==> src/rtl/cfcc_pkg.sv <==
// ----------------------------------------------------------------------------
// Cutter footprint cell classifier package
// Widths, register indexes and the records that travel down the cell chains.
// ----------------------------------------------------------------------------
package cfcc_pkg;

   localparam int W_OFF      = 9;   // signed cell offset
   localparam int W_LEN      = 24;  // lengths in 2^-16 mm
   localparam int W_TOL      = 16;
   localparam int W_D2       = 52;  // squared lateral distance while inside
   localparam int SQRT_STEPS = 26;  // root bits of a W_D2 operand
   localparam int W_SREM     = 28;  // partial remainder of the root cells
   localparam int DIV_STEPS  = W_LEN;

   localparam logic [1:0] CLASS_OUTSIDE = 2'd0;
   localparam logic [1:0] CLASS_CUTTER  = 2'd1;
   localparam logic [1:0] CLASS_RING    = 2'd2;

   typedef enum logic [2:0] {
      CSR_TIP_IS_BALL     = 3'd0,
      CSR_CUTTER_RADIUS   = 3'd1,
      CSR_HEAD_IS_FRUSTUM = 3'd2,
      CSR_HEAD_BOTTOM     = 3'd3,
      CSR_HEAD_TOP        = 3'd4,
      CSR_HEAD_LENGTH     = 3'd5,
      CSR_CELL_SIZE       = 3'd6,
      CSR_TOLERANCE       = 3'd7
   } csr_index_type;

   typedef struct packed {
      logic [1:0]       cls;
      logic             ball;    // ball tip height wanted from the root
      logic             ring;    // linear ring height wanted from the quotient
      logic [W_LEN-1:0] height;
   } meta_type;

   typedef struct packed {
      logic [W_D2-1:0]       op;
      logic [W_SREM-1:0]     rem;
      logic [SQRT_STEPS-1:0] root;
      meta_type              meta;
   } sqrt_stage_type;

   typedef struct packed {
      logic [W_LEN-1:0] rem;
      logic [W_LEN-1:0] low;
      logic [W_LEN-1:0] quot;
      meta_type         meta;
   } div_stage_type;

endpackage

==> src/rtl/cfcc_div_cell.sv <==
// ----------------------------------------------------------------------------
// Divider cell
// One restoring division step: brings in one dividend bit, yields one quotient bit.
// ----------------------------------------------------------------------------
module cfcc_div_cell
   import cfcc_pkg::*;
(
   input  logic             clock,
   input  logic             reset,
   input  logic             en,
   input  logic [W_LEN-1:0] divisor,
   input  logic             in_valid,
   input  div_stage_type    in_stage,
   output logic             out_valid,
   output div_stage_type    out_stage
);

   logic          valid_ff;
   div_stage_type stage_ff, stage_in;
   logic [W_LEN:0] trial;

   always_comb begin
      trial         = {in_stage.rem, in_stage.low[W_LEN-1]};
      stage_in      = in_stage;
      stage_in.low  = {in_stage.low[W_LEN-2:0], 1'b0};
      if (trial >= {1'b0, divisor}) begin
         stage_in.rem  = W_LEN'(trial - {1'b0, divisor});
         stage_in.quot = {in_stage.quot[W_LEN-2:0], 1'b1};
      end else begin
         stage_in.rem  = trial[W_LEN-1:0];
         stage_in.quot = {in_stage.quot[W_LEN-2:0], 1'b0};
      end
   end

   always_ff @(posedge clock) begin
      if (reset) begin
         valid_ff <= 1'b0;
      end else if (en) begin
         valid_ff <= in_valid;
      end
      if (en) begin
         stage_ff <= stage_in;
      end
   end

   assign out_valid = valid_ff;
   assign out_stage = stage_ff;

endmodule

==> config.mk <==
export PLATFORM = sky130hd
export DESIGN_NAME = cfcc_div_cell
export DESIGN_NICKNAME = d
export VERILOG_FILES = /design/src/rtl/cfcc_pkg.sv /design/src/rtl/cfcc_div_cell.sv
export SDC_FILE = /design/constraint.sdc
export NUM_CORES = 1
export LEC_CHECK = 0
export BUFFER_PORTS_ARGS = -buffer_cell sky130_fd_sc_hd__buf_2
export CAP_MARGIN = 20
export CORE_ASPECT_RATIO = 1.4
export CORE_UTILIZATION = 47
export CTS_CLUSTER_DIAMETER = 30
export CTS_CLUSTER_SIZE = 8
export DETAILED_ROUTE_END_ITERATION = 8
export PLACE_DENSITY = 0.81
export SYNTH_ARGS = -nofsm -noshare
export SYNTH_HDL_FRONTEND = slang
export SYNTH_SLANG_ARGS = --single-unit
==> constraint.sdc <==
create_clock -name clock -period 5.85 [get_ports clock]
set_input_delay 1.17 -clock clock [delete_from_list [all_inputs] [get_ports clock]]
set_output_delay 1.17 -clock clock [all_outputs]
set_load 0.01 [all_outputs]
==> reports/summary.txt, run 1 <==
met2 usage in global routing - 0.488
hold endpoint - out_valid
largest net degree at the start of global routing - 63
gpl congestion - 0.956
number of vias per cell - 5.37
RSZ-0062 raised after global routing - false
CP Cell Sequence - buf_2 -> inv_1 -> ha_1 -> a21oi_1 -> o21ai_0 -> or3_1 -> and4_1 -> o41ai_1
final count of negative-setup-slack endpoints - 0
kind of critical path - primary input to flop
Layout Area Growth over Synthesis - 32.1%
fin. max-slew vios - 0
Crit. End Element - flop
layout cells sized above 1 - 0.436
synthesized area per cell - 13.0 um^2
Reg clk slew, reported paths - 70 ps
most common cell in the netlist - edfxtp_1
Mapped Area - 4920 um^2
NumNets Final - 761
GRT Total Usage - 0.264
Die W - 88.4 um
Starting Density - 0.489
1st-iter DRT viols - 177
synth cell count leaders - edfxtp_1 (99), inv_1 (33), a21oi_1 (29)
Hold Vio Cnt, Final - 0
first-pass GRT wire length - 20,700 um
reg-to-reg startpoint - out_valid
Hold Buf Count CTS - 0
FP Rows - 43
Worst slew margin - 0.479
met1 usage - 0.252
setup_tns - 0 ps
Synth Register Bits - 100
post-detail-place hpwl - 11,200 um
vias in the first global route - 4,019
cell count of the worst reg-to-reg path - 2
# DRC - 0
Post-synth top flop - edfxtp_1
Critical-path top delay cell - o41ai_1
worst r2r dst - out_valid
total CTS buffers - 9
TritonCTS sink count - 100
CTS tree - yes
met3 Use GR - 0.112
worst-margin pin slew - 774 ps
port bufs - 226
hold_sp - out_valid
crit path max fanout - 7
Synth top area share - 0.605
maximum vdd drop - 0.163 mV
P_leak - 2.89 nW
Vias - 4,019
minimum clock period - 3500 ps
wire length per cell - 19.1 um
Max Buffers Root-to-Sink - 2
CORE AREA - 10,100 um^2
Worst setup SP type - primary input
router iterations before antenna repair - 4
Seq/Total Area, Yosys - 0.609
CTS resizes - 0
worst skew pair latency - 340 ps
EDFF count, synth - 99
Worst Hold Class - flop to flop
H-tree levels - 3
initial antenna violation count - 1
syn_nets - 532
Routed WL - 14,300 um
placed cell count - 732
r2r setup slk - 5270 ps
top cell type by total area after synthesis - edfxtp_1
post-synthesis async set-or-reset flop share - 0
Max Cap Viol - 0
fin cells - 749
grt ovf - 0
Req. time, crit path - 5910 ps
Critical Path AT - 3560 ps
# IOs - 229
run status - complete, no violations
pwr dens - 294 nW/um^2
post-route ant nets - 0
Post-Syn Instances - 379
FMAX - 0.286 GHz
Die Y - 123 um
busiest grt layer - met2
WHS Path Cells - 2
synthesis warning total - 0
Tcrit/Tclk final - 0.598
Die Footprint - 10,900 um^2
final total power - 0.00191 W
Netlist cell types - 58
top post-synthesis cells by area - edfxtp_1 (60%), ha_1 (6.1%), a21oi_1 (3.0%), inv_1 (2.5%), mux2_2 (1.8%)
critical path's largest stage delay - 570 ps
Post-CTS Setup Bufs - 0
clk_skew - 0 ps
root buf cell - clkbuf_16
placed cells by master, fill, tap and decap left out, types with 3 or more instances in the layout:
cell type	count
buf_4	3
nor2_1	15
xnor2_1	7
a21oi_1	29
a21boi_0	5
nand4_1	4
mux2_4	3
edfxtp_1	99
buf_2	225
o31ai_1	7
and2_1	4
ha_1	24
o211ai_1	3
nor3_1	14
o21ai_0	12
mux2_2	8
nand2_1	16
o21a_1	9
nor2b_1	3
xor2_1	3
a211oi_1	3
or3_1	4
clkbuf_16	9
and3_1	7
o31a_1	3
nor3b_1	3
nand3_1	15
inv_1	33
o2111ai_1	3
power by group:
group	internal (W)	leakage (nW)	total, W	switching, W
clock network	0.000379	0.157	0.000641	0.000262
logic	0.000163	1.75	0.000384	0.000221
registers	0.000870	0.977	0.000887	0.0000161
total	0.00141	2.89	0.00191	0.000499
per-stage QoR:
| stage | util | cell area, um^2 | hold slack (ps) | worst slack (ps) |
|---|---|---|---|---|
| final | 0.646 | 6490 | 502 | 2350 |
| after global routing | 0.646 | 6490 | 530 | 2340 |
| after CTS | 0.645 | 6490 | 500 | 2440 |
| after detailed placement | 0.613 | 6170 | 480 | 2080 |
| after global placement | 0.613 | 6170 | 474 | 2110 |
| after floorplan | - | 4920 | 528 | 2500 |
metal layers:
metal / share of wire / up-vias
met2: 0.53 / 188
met1: 0.33 / 1894
met5: 0 / -
met3: 0.11 / 26
met4: 0.032 / 0
li1: - / 1911
critical path: cells and delay by family:
family	cells	cell delay, ps
compound gates	3	1230
fa+ha+maj	1	390
buf+inv	2	100
simple gates	2	660
how the worst max path moves through the flow:
| stage | from | end | slack, ps | cells after the start |
|---|---|---|---|---|
| 3_3_place_gp | divisor[12] | out_stage[99] | 2110 | 8 |
| 6_report | divisor[12] | out_stage[99] | 2350 | 8 |
| 2_1_floorplan | divisor[20] | out_stage[88] | 2500 | 11 |
| 5_1_grt | divisor[10] | out_stage[99] | 2340 | 8 |
| 4_1_cts | divisor[12] | out_stage[99] | 2440 | 8 |
| 3_5_place_dp | in_stage[93] | out_stage[83] | 2080 | 9 |
area by class of cell:
type / count / area, um^2
fillers: 811 / 3570
flip-flops and latches: 100 / 2990
multi-input cells: 235 / 1730
repair buffers: 228 / 1150
clock buffers: 9 / 225
well taps: 135 / 169
inverters: 34 / 133
clock inverters: 7 / 98.8
diodes: 1 / 2.50
registers in the layout, indices dropped and copies added, names as in the netlist:
name and count:
out_stage 99, out_valid 1
logic make-up after synthesis:
| family | Yosys count | share of synthesized area |
|---|---|---|
| simple gates | 94 | 0.104 |
| xor+xnor | 10 | 0.0178 |
| buf+inv | 44 | 0.0402 |
| flops | 100 | 0.609 |
| mux | 12 | 0.0295 |
| other cells | 1 | 0.000763 |
| fa+ha+maj | 25 | 0.0652 |
| compound gates | 93 | 0.134 |
No activity file was read; power rests on OpenSTA's default activity.
==> run 2, diff against run 1 <==
clock period = 3.6 ns   (was 5.85 ns; I/O delays follow)
==> run 2 against run 1 <==
Effect of this change:
- sequential cell count unchanged
- via count down 0.12%
- clock power up 54%
- setup slack worse by 1700 ps
- count of clock-buffer cells in the layout unchanged
- critical path depth up 1
- clock skew unchanged
- sequential power up 62%
- largest power group unchanged
- highest routed layer unchanged
==> reports/summary.txt, run 2 (synthesized netlist as in run 1, its figures left out) <==
run status - complete, no violations
reg-to-reg startpoint - out_valid
CORE AREA - 10,100 um^2
largest net degree at the start of global routing - 63
Seq pwr share - 0.471
logic gate share of total power - 0.207
Max Cap Viol - 0
# IOs - 229
CP Cell Sequence - buf_2 -> inv_1 -> ha_1 -> a21oi_1 -> o21ai_0 -> and2_1 -> or3_1 -> and4_1 -> o41ai_1
Die Footprint - 10,900 um^2
Tcrit/Tclk final - 0.818
Critical Path AT - 3020 ps
layout cells sized above 1 - 0.438
WHS - 497 ps
number of vias per cell - 5.34
FP Rows - 43
vias in the first global route - 3,940
Critical-path top delay cell - o41ai_1
P_leak - 2.90 nW
worst-margin pin slew - 723 ps
CTS resizes - 0
P_sw - 0.000824 W
proportion of power drawn by the clock network - 0.323
worst skew pair latency - 340 ps
setup_tns - 0 ps
1st-iter DRT viols - 194
clk_skew - 0 ps
fin. max-slew vios - 0
Layout Area Growth over Synthesis - 32.5%
post-detail-place hpwl - 11,200 um
port bufs - 226
final total power - 0.00306 W
initial antenna violation count - 1
Worst slew margin - 0.513
FILL cells - 829
post-route ant nets - 0
GRT Total Usage - 0.259
pwr dens - 469 nW/um^2
Vias - 4,014
grt ovf - 0
Worst Slack Setup Final - 654 ps
Largest register FFs - 99
root buf cell - clkbuf_16
Post-CTS Setup Bufs - 0
gpl congestion - 0.932
cell count of the worst reg-to-reg path - 2
NumNets Final - 764
Starting Density - 0.489
Core Util, Final - 0.647
first-pass GRT wire length - 20,300 um
maximum vdd drop - 0.245 mV
minimum clock period - 2950 ps
cell-internal power - 0.00223 W
wire length per cell - 19.1 um
Hold Vio Cnt, Final - 0
router iterations before antenna repair - 5
crit path max fanout - 6
Routed WL - 14,300 um
Crit. End Element - flop
Req. time, crit path - 3680 ps
final count of negative-setup-slack endpoints - 0
Switching Fraction - 0.270
critical path's largest stage delay - 550 ps
worst slack at placement - 296 ps
Reg clk slew, reported paths - 70 ps
Max Buffers Root-to-Sink - 2
Worst Hold Class - flop to flop
RSZ-0062 raised after global routing - false
Hold Buf Count CTS - 0
hold_sp - out_valid
Die W - 88.4 um
CTS tree - yes
H-tree levels - 3
# DRC - 0
hold endpoint - out_valid
TritonCTS sink count - 100
FMAX - 0.339 GHz
r2r setup slk - 3020 ps
Worst setup SP type - primary input
kind of critical path - primary input to flop
Die Y - 123 um
commonest non-fill, non-tap cell in the layout - buf_2
worst r2r dst - out_valid
total CTS buffers - 9
WHS Path Cells - 2
most frequent cells in the layout - buf_2 (225), edfxtp_1 (99), inv_1 (33)
==> run 2: cell types whose count changed in the layout (fill, tap and decap cells not counted), sizes merged <==
cell / delta
buf: +3
clkinvlp: -1
bufinv: -1
inv: +1
clkinv: +1
==> run 2: through the flow <==
| step | instances | cell area, um^2 |
|---|---|---|
| finish | 752 | 6510 |
| global route | 752 | 6510 |
| CTS | 751 | 6510 |
| detailed placement | 735 | 6200 |
| global placement | 735 | 6200 |
| floorplan | 379 | 4920 |
==> run 2: power groups by stage <==
| stage | logic [W] | clock network, W | registers [W] |
|---|---|---|---|
| 5_1_grt | 0.000685 | 0.00104 | 0.00145 |
| 2_1_floorplan | 0.000276 | 0 | 0.00153 |
| 6_report | 0.000631 | 0.000986 | 0.00144 |
| 3_3_place_gp | 0.000616 | 0 | 0.00146 |
| 4_1_cts | 0.000631 | 0.000996 | 0.00144 |
| 3_5_place_dp | 0.000626 | 0 | 0.00146 |
==> run 2: worst max-delay path, delay by kind of cell <==
| kind | cells | cell delay, ps |
|---|---|---|
| adder cells (fa/ha/maj) | 1 | 360 |
| AO/OA/AOI/OAI | 3 | 930 |
| buffers and inverters | 2 | 110 |
| AND/OR/NAND/NOR | 3 | 900 |
==> run 2: how the worst max path moves through the flow <==
stage / from / depth (start not counted) / end
floorplan: divisor[20] / 11 / out_stage[88]
global placement: in_stage[93] / 9 / out_stage[81]
detailed placement: in_stage[93] / 9 / out_stage[85]
CTS: in_stage[93] / 9 / out_stage[79]
global route: in_stage[93] / 9 / out_stage[79]
finish: divisor[6] / 9 / out_stage[99]
==> run 2: cell type report <==
class	count	area [um^2]	share of cell area
Clock buffer	9	225	0.0346
Tap cell	135	169	0.0259
Clock inverter	7	80.1	0.0123
Inverter	34	133	0.0204
Timing Repair Buffer	231	1180	0.182
Sequential cell	100	2990	0.460
Multi-Input combinational cell	235	1730	0.265
Antenna cell	1	2.50	0.000384
==> run 2: per-layer routing <==
metal	vias to the layer above	GRT usage	wire length [um]
met5	-	0	0
met4	0	0.0948	289
met3	25	0.109	1690
met2	197	0.488	7740
met1	1880	0.243	4610
li1	1912	-	-
