## src/rtl/cfcc_pkg.sv

```systemverilog
// ----------------------------------------------------------------------------
// Cutter footprint cell classifier package
// Widths, register indexes and the records that travel down the cell chains.
// ----------------------------------------------------------------------------
package cfcc_pkg;

   localparam int W_OFF      = 9;   // signed cell offset
   localparam int W_LEN      = 24;  // lengths in 2^-16 mm
   localparam int W_TOL      = 16;
   localparam int W_D2       = 52;  // squared lateral distance while inside
   localparam int SQRT_STEPS = 26;  // root bits of a W_D2 operand
   localparam int W_SREM     = 28;  // partial remainder of the root cells
   localparam int DIV_STEPS  = W_LEN;

   localparam logic [1:0] CLASS_OUTSIDE = 2'd0;
   localparam logic [1:0] CLASS_CUTTER  = 2'd1;
   localparam logic [1:0] CLASS_RING    = 2'd2;

   typedef enum logic [2:0] {
      CSR_TIP_IS_BALL     = 3'd0,
      CSR_CUTTER_RADIUS   = 3'd1,
      CSR_HEAD_IS_FRUSTUM = 3'd2,
      CSR_HEAD_BOTTOM     = 3'd3,
      CSR_HEAD_TOP        = 3'd4,
      CSR_HEAD_LENGTH     = 3'd5,
      CSR_CELL_SIZE       = 3'd6,
      CSR_TOLERANCE       = 3'd7
   } csr_index_type;

   typedef struct packed {
      logic [1:0]       cls;
      logic             ball;    // ball tip height wanted from the root
      logic             ring;    // linear ring height wanted from the quotient
      logic [W_LEN-1:0] height;
   } meta_type;

   typedef struct packed {
      logic [W_D2-1:0]       op;
      logic [W_SREM-1:0]     rem;
      logic [SQRT_STEPS-1:0] root;
      meta_type              meta;
   } sqrt_stage_type;

   typedef struct packed {
      logic [W_LEN-1:0] rem;
      logic [W_LEN-1:0] low;
      logic [W_LEN-1:0] quot;
      meta_type         meta;
   } div_stage_type;

endpackage

```

## src/rtl/cfcc_sqrt_cell.sv

```systemverilog
// ----------------------------------------------------------------------------
// Square root cell
// One restoring step: takes two operand bits and yields one root bit.
// ----------------------------------------------------------------------------
module cfcc_sqrt_cell
   import cfcc_pkg::*;
(
   input  logic           clock,
   input  logic           reset,
   input  logic           en,
   input  logic           in_valid,
   input  sqrt_stage_type in_stage,
   output logic           out_valid,
   output sqrt_stage_type out_stage
);

   logic           valid_ff;
   sqrt_stage_type stage_ff, stage_in;
   logic [W_SREM-1:0] trial, sub;

   always_comb begin
      trial = {in_stage.rem[W_SREM-3:0], in_stage.op[W_D2-1 -: 2]};
      sub   = {in_stage.root[W_SREM-3:0], 2'b01};
      stage_in      = in_stage;
      stage_in.op   = {in_stage.op[W_D2-3:0], 2'b00};
      if (trial >= sub) begin
         stage_in.rem  = trial - sub;
         stage_in.root = {in_stage.root[SQRT_STEPS-2:0], 1'b1};
      end else begin
         stage_in.rem  = trial;
         stage_in.root = {in_stage.root[SQRT_STEPS-2:0], 1'b0};
      end
   end

   always_ff @(posedge clock) begin
      if (reset) begin
         valid_ff <= 1'b0;
      end else if (en) begin
         valid_ff <= in_valid;
      end
      if (en) begin
         stage_ff <= stage_in;
      end
   end

   assign out_valid = valid_ff;
   assign out_stage = stage_ff;

endmodule

```

## config.mk

```make
export PLATFORM = sky130hd
export DESIGN_NAME = cfcc_sqrt_cell
export DESIGN_NICKNAME = d
export VERILOG_FILES = /design/src/rtl/cfcc_pkg.sv /design/src/rtl/cfcc_sqrt_cell.sv
export SDC_FILE = /design/constraint.sdc
export NUM_CORES = 1
export LEC_CHECK = 0
export ABC_CLOCK_PERIOD_IN_PS = 3500
export BUFFER_PORTS_ARGS = -buffer_cell sky130_fd_sc_hd__buf_2
export CAP_MARGIN = 0
export CORE_UTILIZATION = 47
export CTS_CLUSTER_SIZE = 16
export DETAILED_ROUTE_END_ITERATION = 16
export PLACE_DENSITY = 0.84
export SYNTH_ARGS = -nofsm -noshare
export SYNTH_HDL_FRONTEND = slang
export SYNTH_SLANG_ARGS = --single-unit
```

## constraint.sdc

```tcl
create_clock -name clock -period 3.5 [get_ports clock]
set_input_delay 0.7 -clock clock [delete_from_list [all_inputs] [get_ports clock]]
set_output_delay 0.7 -clock clock [all_outputs]
set_load 0.005 [all_outputs]
```

==> metrics.txt, run 1 <==
Primary FF master, synth edfxtp_1; Fmax 0.352 GHz; clock root buffer clkbuf_16; Synth area leader edfxtp_1; Skew-Pair Late Insertion Delay 420 ps; total CTS buffers 17; drc violations 0; # IOs 273; nets@finish 901; die area 13,200 µm²; Crit. End Element flip-flop; grt total ovfl 0; Cells after Synth 448; switching power 1.09 mW; routed len/inst 18.6 µm; DP HPWL 12,700 µm; Tcrit/Tclk final 81.2%; initial core utilization 49.1%; crit start category input pin; CTS tree built; Hold Buf Count CTS 0; Worst-path clk slew 60 ps; most frequent cell after synthesis edfxtp_1; Post-CTS Setup Repair Bufs 0; leakage power 3.65 nW; area grow syn2layout 36.8%; sequential share of power 43.4%; Worst Skew 0 ps; Die X 115 µm; clk buf depth 2; Hold WC Path Type input pin to flip-flop; number of placement rows 40; YS warnings 0; crit path setup slack, layout 657 ps; CP max FO 7; ys async rst share 0%; Netlist Area Pre-Place 5990 µm²; combinational power share 16.0%; Die H 115 µm; Avg Cell Area, Syn 13.4 µm²; First DRT Iteration DRCs 472; first-pass GRT wire length 24,800 µm; final hold vios 0; crit-path cells buf_2 > inv_1 > ha_1 > and3_1 > a221oi_1 > nand2_1 > buf_4 > a21oi_1 > o21ai_0 > xnor2_1 > a21oi_1; top-area cell type share of the netlist area 66.1%; library cells used by synthesis 49; antenna cells 0; vias in the first global route 4,613; Peak VDD IR 0.239 mV; CP arrival 3010 ps; Total Power 4.53 mW; routed vias/inst 5.23; RSZ-0062 raised after global routing false; # setup viols final 0; DR vias 4,789; Seq/Total Area, Yosys 66.5%; Placer Congestion 0.909; most used cell, CP a21oi_1; maxcap violations 0; Fin Setup TNS 0 ps; P per Cell Area 552 nW/µm²; Port Buffer Count 268; drt pass-1 iters 5; Detail Route Antenna Nets 0; pre-CTS setup slack 264 ps; Post-CTS Resized 0; clock power share 40.7%; DRT Wirelength 17,100 µm; initial antenna violation count 0; H-tree Lvls 4; core area 12,200 µm²; clock period minus worst slack 2840 ps; Critical Path RT 3660 ps; Largest stage delay, worst path 390 ps; layout cells sized above 1 42.4%; number of flops mapped to enable cells by yosys 132; largest net degree at the start of global routing 55; CP max stage cell ha_1; internal power 3.44 mW; Area contributors post-synth edfxtp_1 (66%), ha_1 (5.8%), a21oi_1 (3.9%); GRT Util Overall 25.9%; crit path kind input pin to flip-flop; Commonest cells post-synth edfxtp_1 (132), a21oi_1 (47), inv_1 (41), nor2_1 (35), ha_1 (28); Seq cells post-synth 133; switching share of power 24.1%; status finished, final reports clean; clk sinks 133; Slew Viols, Final 0; Layout Utilization 67.2%
==> sequential cells by signal (all words and copies together) (netlist names) <==
| signal | flops |
|---|---|
| out_valid | 1 |
| out_stage | 132 |
==> cell families (layout without fill, tap and decap cells) <==
logic type      after synthesis  after routing  share of synthesized area (%)
compound gates              111            111                           11.5
xor+xnor                     23             23                           3.36
fa+ha+maj                    28             28                           5.84
buf+inv                      54            353                           4.13
flops                       133            133                           66.5
mux                           8              8                           1.46
other cells                   1              2                         0.0626
simple gates                 90             90                           7.22
==> cells in the final DEF (no fill, tap or decap), drive strengths merged, types with 2 or more instances in the layout <==
master    instances
buf             280
edfxtp          132
a21oi            47
inv              42
nor2             35
ha               28
nand2            18
o21ai            18
clkbuf           18
xnor2            15
a21o              9
xor2              8
nand4             6
nand3             6
mux2              6
clkinv            6
o21a              5
nor3              5
o21bai            5
nor2b             4
bufinv            4
o22ai             3
and3              3
a31oi             3
o211ai            3
clkinvlp          3
a31o              3
nor4              2
a221oi            2
or2               2
o2111ai           2
and4              2
o31ai             2
or4               2
a21boi            2
a211oi            2
mux2i             2
nand2b            2
conb              2
==> path summary, 6_finish.rpt <==
kind / to / cells past startpoint / slack (ps) / from
worst max-delay path: out_stage[74] / 11 / 660 / in_stage[33]
worst min-delay path: out_stage[114] / 1 / 460 / in_stage[112]
worst max register to register: out_valid / 2 / 2910 / out_valid
worst min register to register: out_valid / 2 / 520 / out_valid
==> per-stage QoR <==
step	std cells	hold WS [ps]	cell area [µm²]
finish	916	455	8200
global route	916	440	8200
CTS	916	435	8200
detailed placement	884	502	7590
global placement	884	475	7590
floorplan	449	485	6000
==> worst max-delay path, delay by kind of cell <==
kind	cells	cell delay, ps
XOR/XNOR	1	200
AND/OR/NAND/NOR	2	370
buffers and inverters	3	310
adder cells (fa/ha/maj)	1	390
AO/OA/AOI/OAI	4	1040
==> layer usage <==
metal / wire (µm) / global-route usage, % / vias up
met3: 1450 / 9.44 / 34
met5: 0 / 0 / -
li1: - / - / 2240
met1: 6390 / 28.9 / 2287
met4: 439 / 11.0 / 0
met2: 8790 / 44.6 / 228
==> power by group through the flow <==
| stage | Sequential [mW] | Combinational, mW | Clock [mW] |
|---|---|---|---|
| 2_1_floorplan | 2.02 | 0.329 | 0 |
| 6_report | 1.96 | 0.723 | 1.84 |
| 4_1_cts | 1.97 | 0.721 | 1.87 |
| 3_5_place_dp | 2.00 | 0.710 | 0 |
| 5_1_grt | 1.98 | 0.791 | 1.93 |
| 3_3_place_gp | 1.99 | 0.692 | 0 |
==> layout make-up <==
cell class | instances | area [µm²]
multi-input cells | 262 | 1780
clock inverters | 14 | 183
clock buffers | 18 | 429
well taps | 168 | 210
inverters | 41 | 154
flip-flops and latches | 133 | 3980
fillers | 932 | 4010
repair buffers | 280 | 1460
No activity file was read; power rests on OpenSTA's default activity.
==> run 2, diff against run 1 <==
Settings changed: ABC_CLOCK_PERIOD_IN_PS 3500 to 2400, CORE_UTILIZATION 47 to 43, PLACE_DENSITY 0.84 to 0.81.
Clock period 3.5 ns to 2.4 ns, I/O delays scaled along.
==> metrics.txt, run 2 (synthesis results as in run 1) <==
status finished, final reports clean (unchanged); routed len/inst 17.1 µm (was 18.6 µm); Hold WC Path Type input pin to flip-flop (unchanged); Peak VDD IR 0.505 mV (was 0.239 mV); Port Buffer Count 268 (unchanged); r2r startpoint out_valid (unchanged); Fin Setup TNS 0 ps (unchanged); Skew-Pair Late Insertion Delay 410 ps (was 420 ps); Hold Buf Count CTS 0 (unchanged); initial core utilization 44.7% (was 49.1%); met2 Use GR 42.9% (was 44.6%); max reg flops 132 (unchanged); Worst-path clk slew 60 ps (about the same); area grow syn2layout 53.6% (was 36.8%); Reg area 3980 µm² (unchanged); Die H 120 µm (was 115 µm); crit path kind input pin to flip-flop (unchanged); Die X 120 µm (was 115 µm); CTS tree built (unchanged); DR vias 5,079 (was 4,789); most used routing layer in global routing met2 (unchanged); H-tree Lvls 4 (unchanged); most common cell after layout, fill and taps aside buf_2 (unchanged); largest net degree at the start of global routing 48 (was 55); core area 13,400 µm² (was 12,200 µm²); die area 14,400 µm² (was 13,200 µm²); drc violations 0 (unchanged); Placer Congestion 0.948 (was 0.909); CP max FO 4 (was 7); crit start category input pin (unchanged); Crit. End Element flip-flop (unchanged); clk buf depth 2 (unchanged); First DRT Iteration DRCs 291 (was 472); clock period minus worst slack 2390 ps; grt total ovfl 0 (unchanged); M3 GR Usage 6.27% (was 9.44%); final hold vios 0 (unchanged); # IOs 273 (unchanged); initial antenna violation count 0 (unchanged); Total Power 6.63 mW (was 4.53 mW); Critical Path RT 2560 ps (was 3660 ps); total CTS buffers 17 (unchanged); Fmax 0.418 GHz; Crit. Startpoint in_stage[41] (was in_stage[33]); Filler cells 987 (was 932); Worst Skew 0 ps (unchanged); # setup viols final 0 (unchanged); Critical Path End out_stage[60] (was out_stage[74]); worst reg-to-reg setup slack 1800 ps (was 2910 ps); reg2reg end out_valid (unchanged); Worst Hold Depth 2 (was 1); Detail Route Antenna Nets 0 (unchanged); nets@finish 997 (was 901); GRT Util Overall 23.8% (was 25.9%); Slew Viols, Final 0 (unchanged); most frequent cells in the layout buf_2 (267), edfxtp_1 (132), buf_4 (101) (was buf_2 (267), edfxtp_1 (132), a21oi_1 (47)); DRT Wirelength 17,400 µm (was 17,100 µm); CP arrival 2550 ps (was 3010 ps); first-pass GRT wire length 25,600 µm (was 24,800 µm); Tcrit/Tclk final 99.7%; leakage power 4.15 nW (was 3.65 nW); clk sinks 133 (unchanged); maxcap violations 0 (unchanged); layout cells sized above 1 54.3% (was 42.4%); number of placement rows 42 (was 40); routed vias/inst 4.98 (was 5.23); met1 usage 26.6% (was 28.9%); Final Non-Filler Cells 1,020 (was 916); DP HPWL 13,400 µm (was 12,700 µm); path depth of the worst reg2reg path 2 (unchanged); drt pass-1 iters 4 (was 5); clock root buffer clkbuf_16 (unchanged); P per Cell Area 720 nW/µm² (was 552 nW/µm²); Multi-input gate area 2050 µm² (was 1780 µm²); placed cells 983 (was 884); vias in the first global route 5,018 (was 4,613)
[run 2: changes by cell type in the layout (fill, tap and decap cells not counted), sizes merged]
| cell | delta |
|---|---|
| clkinv | -1 |
| bufinv | -3 |
| buf | +95 |
| inv | +2 |
| clkbuf | +2 |
| diode | +1 |
[run 2: final cells by class]
cell class                      instances  area share (%)
Antenna cell                            1          0.0272
Clock buffer                           19            4.70
Clock inverter                         12            1.14
Inverter                               41            1.81
Multi-Input combinational cell        262            22.3
Sequential cell                       133            43.3
Tap cell                              176            2.39
Timing Repair Buffer                  376            24.4
[run 2: worst max-delay path, cell delays in order]
cell     delay (ps)
buf_2           140
inv_8            30
ha_4            250
nand4_1         140
or3_1           390
nor3b_2         270
o21ai_2         110
a41oi_4         240
buf_4           170
mux2_2          330
[run 2: per-layer routing]
metal | vias up | part of all wire [%]
met5 | - | 0
met4 | 0 | 2.3
met3 | 30 | 7.4
met2 | 207 | 53
met1 | 2400 | 37
li1 | 2442 | -
[run 2: power by group]
part           switching (mW)  internal (mW)  total [mW]
Clock                   0.967           1.42        2.38
Combinational           0.670          0.713        1.38
Sequential             0.0518           2.81        2.86
[run 2: metrics by stage]
stage                     area [µm²]  hold slack, ps  utilization, %  setup slack, ps
after CTS                       9050             206            67.5             10.8
after floorplan                 6230             485               -             -171
after global placement          8510             477            63.5             -378
after detailed placement        8510             501            63.5             -417
after global routing            9210             218            68.7            -28.2
final                           9210             220            68.7             8.08
[run 2: how the worst min path moves through the flow]
stage,start,end
finish,reset,out_valid
floorplan,out_valid,out_valid
global route,reset,out_valid
detailed placement,out_valid,out_valid
CTS,reset,out_valid
global placement,out_valid,out_valid
[run 2: repair_timing]
item                       in CTS  in global routing
setup endpoints to repair       0                 23
resized for setup               0                 24
setup buffers                   0                  4
==> run 3, diff against run 2 <==
Settings changed: SETUP_SLACK_MARGIN set to 0.02.
==> metrics.txt, run 3 (synthesis results as in run 1) <==
Port Buffer Count 268 (unchanged); Worst Hold Depth 2 (unchanged); Peak VDD IR 0.432 mV (was 0.505 mV); first-pass GRT wire length 25,500 µm (was 25,600 µm); switching power 1.69 mW (about the same); Worst-path clk slew 60 ps (about the same); die area 14,400 µm² (unchanged); DP Area 8450 µm² (was 8510 µm²); combinational power share 19.4% (was 20.9%); Hold WC Path Type input pin to flip-flop (unchanged); CP arrival 2550 ps (about the same); Die X 120 µm (unchanged); Crit. End Element flip-flop (unchanged); CP max stage cell or3_4 (was or3_1); GRT Util Overall 24.0% (was 23.8%); maxcap violations 0 (unchanged); total CTS buffers 17 (unchanged); Placer Congestion 0.949 (was 0.948); clock power share 38.9% (was 36.0%); Multi-input gate area 2060 µm² (was 2050 µm²); drt pass-1 iters 4 (unchanged); max reg flops 132 (unchanged); leakage power 4.12 nW (was 4.15 nW); Fin Setup TNS 0 ps (unchanged); Filler cells 972 (was 987); CTS tree built (unchanged); r2r startpoint out_valid (unchanged); initial antenna violation count 0 (unchanged); crit path setup slack, layout 18.0 ps (was 8.08 ps); clk sinks 133 (unchanged); largest net degree at the start of global routing 44 (was 48); vias in the first global route 4,915 (was 5,018); layout cells sized above 1 54.4% (was 54.3%); Critical Path RT 2570 ps (was 2560 ps); nets@finish 988 (was 997); DP HPWL 13,400 µm (about the same); drc violations 0 (unchanged); Reg area 3980 µm² (unchanged); final hold vios 0 (unchanged); Worst Skew 0 ps (unchanged); H-tree Lvls 4 (unchanged); status finished, final reports clean (unchanged); Detail Route Antenna Nets 0 (unchanged); routed vias/inst 4.99 (was 4.98); routed len/inst 17.2 µm (was 17.1 µm); grt total ovfl 0 (unchanged); core area 13,400 µm² (unchanged); crit path kind input pin to flip-flop (unchanged); # IOs 273 (unchanged); Hold Crit Start reset (unchanged); worst reg-to-reg setup slack 1800 ps (about the same); reg2reg end out_valid (unchanged); clk buf depth 2 (unchanged); crit-path cells buf_2 > inv_8 > ha_4 > nand4_1 > or3_4 > nor3b_2 > o21ai_2 > a41oi_4 > buf_6 > mux2_4 (was buf_2 > inv_8 > ha_4 > nand4_1 > or3_1 > nor3b_2 > o21ai_2 > a41oi_4 > buf_4 > mux2_2); most frequent cells in the layout buf_2 (267), edfxtp_1 (132), buf_4 (93) (was buf_2 (267), edfxtp_1 (132), buf_4 (101)); Skew-Pair Late Insertion Delay 420 ps (was 410 ps); path depth of the worst reg2reg path 2 (unchanged); Fmax 0.420 GHz (was 0.418 GHz); most common cell after layout, fill and taps aside buf_2 (unchanged); area grow syn2layout 53.1% (was 53.6%); Die H 120 µm (unchanged); Layout Utilization 68.5% (was 68.7%); number of placement rows 42 (unchanged); # setup viols final 0 (unchanged); clock root buffer clkbuf_16 (unchanged); switching share of power 24.6% (was 25.5%); internal power 5.17 mW (was 4.94 mW); initial core utilization 44.7% (unchanged); Largest stage delay, worst path 380 ps (was 390 ps); CP max FO 12 (was 4); Final Non-Filler Cells 1,012 (was 1,020); DR vias 5,048 (was 5,079); RSZ-0062 raised after global routing true; sequential share of power 41.8% (was 43.2%); P per Cell Area 747 nW/µm² (was 720 nW/µm²); DRT Wirelength 17,400 µm (about the same); Tcrit/Tclk final 99.3% (was 99.7%); Slew Viols, Final 0 (unchanged); First DRT Iteration DRCs 377 (was 291); clock period minus worst slack 2380 ps (was 2390 ps); pre-CTS setup slack -426 ps (was -417 ps); Hold EP out_valid (unchanged); placed cells 979 (was 983); crit start category input pin (unchanged); post-route cell area 9180 µm² (was 9210 µm²)
run 3: per-stage QoR:
step	power [mW]	hold slack, ps
detailed placement	4.20	485
floorplan	3.51	485
global placement	4.16	474
CTS	6.87	191
global route	7.12	205
finish	6.86	209
run 3: worst max-delay path by stage:
stage | start | endpoint | cells past startpoint
floorplan | in_stage[41] | out_stage[61] | 10
global placement | in_stage[45] | out_stage[64] | 10
detailed placement | in_stage[35] | out_stage[68] | 12
CTS | in_stage[32] | out_stage[79] | 11
global route | in_stage[39] | out_stage[61] | 10
finish | in_stage[41] | out_stage[64] | 10
run 3: area by class of cell:
cell class | count | share of cell area [%]
antenna | 1 | 0.0273
clock buffer | 21 | 5.02
clock inverter | 11 | 1.64
inverter | 41 | 1.81
multi-input combinational | 262 | 22.4
sequential | 133 | 43.4
tap | 176 | 2.40
timing repair buffer | 367 | 23.3
run 3: worst max-delay path, delay by kind of cell:
family	cells	cell delay (ps)
compound gates	2	320
fa+ha+maj	1	250
buf+inv	3	380
simple gates	3	800
mux	1	310
run 3: metal layers:
layer	global-route usage [%]	vias up	routed length, µm
met4	10.3	0	368
met2	42.6	187	9190
met5	0	-	0
li1	-	2430	-
met3	6.99	23	1120
met1	26.6	2408	6700
run 3: power by group through the flow:
stage          Sequential, mW  Combinational (mW)  Clock (mW)
5_1_grt                  2.88                1.44        2.80
3_3_place_gp             2.90                1.26           0
6_report                 2.87                1.33        2.67
4_1_cts                  2.87                1.30        2.70
2_1_floorplan            2.94               0.565           0
3_5_place_dp             2.91                1.29           0
run 3: timing repair:
item / 4_1_cts / 5_1_grt
setup buffers: 0 / 0
setup endpoints to repair: 4 / 24
resized for setup: 1 / 25
hold buffers: 0 / 0
pin swaps: 0 / 3
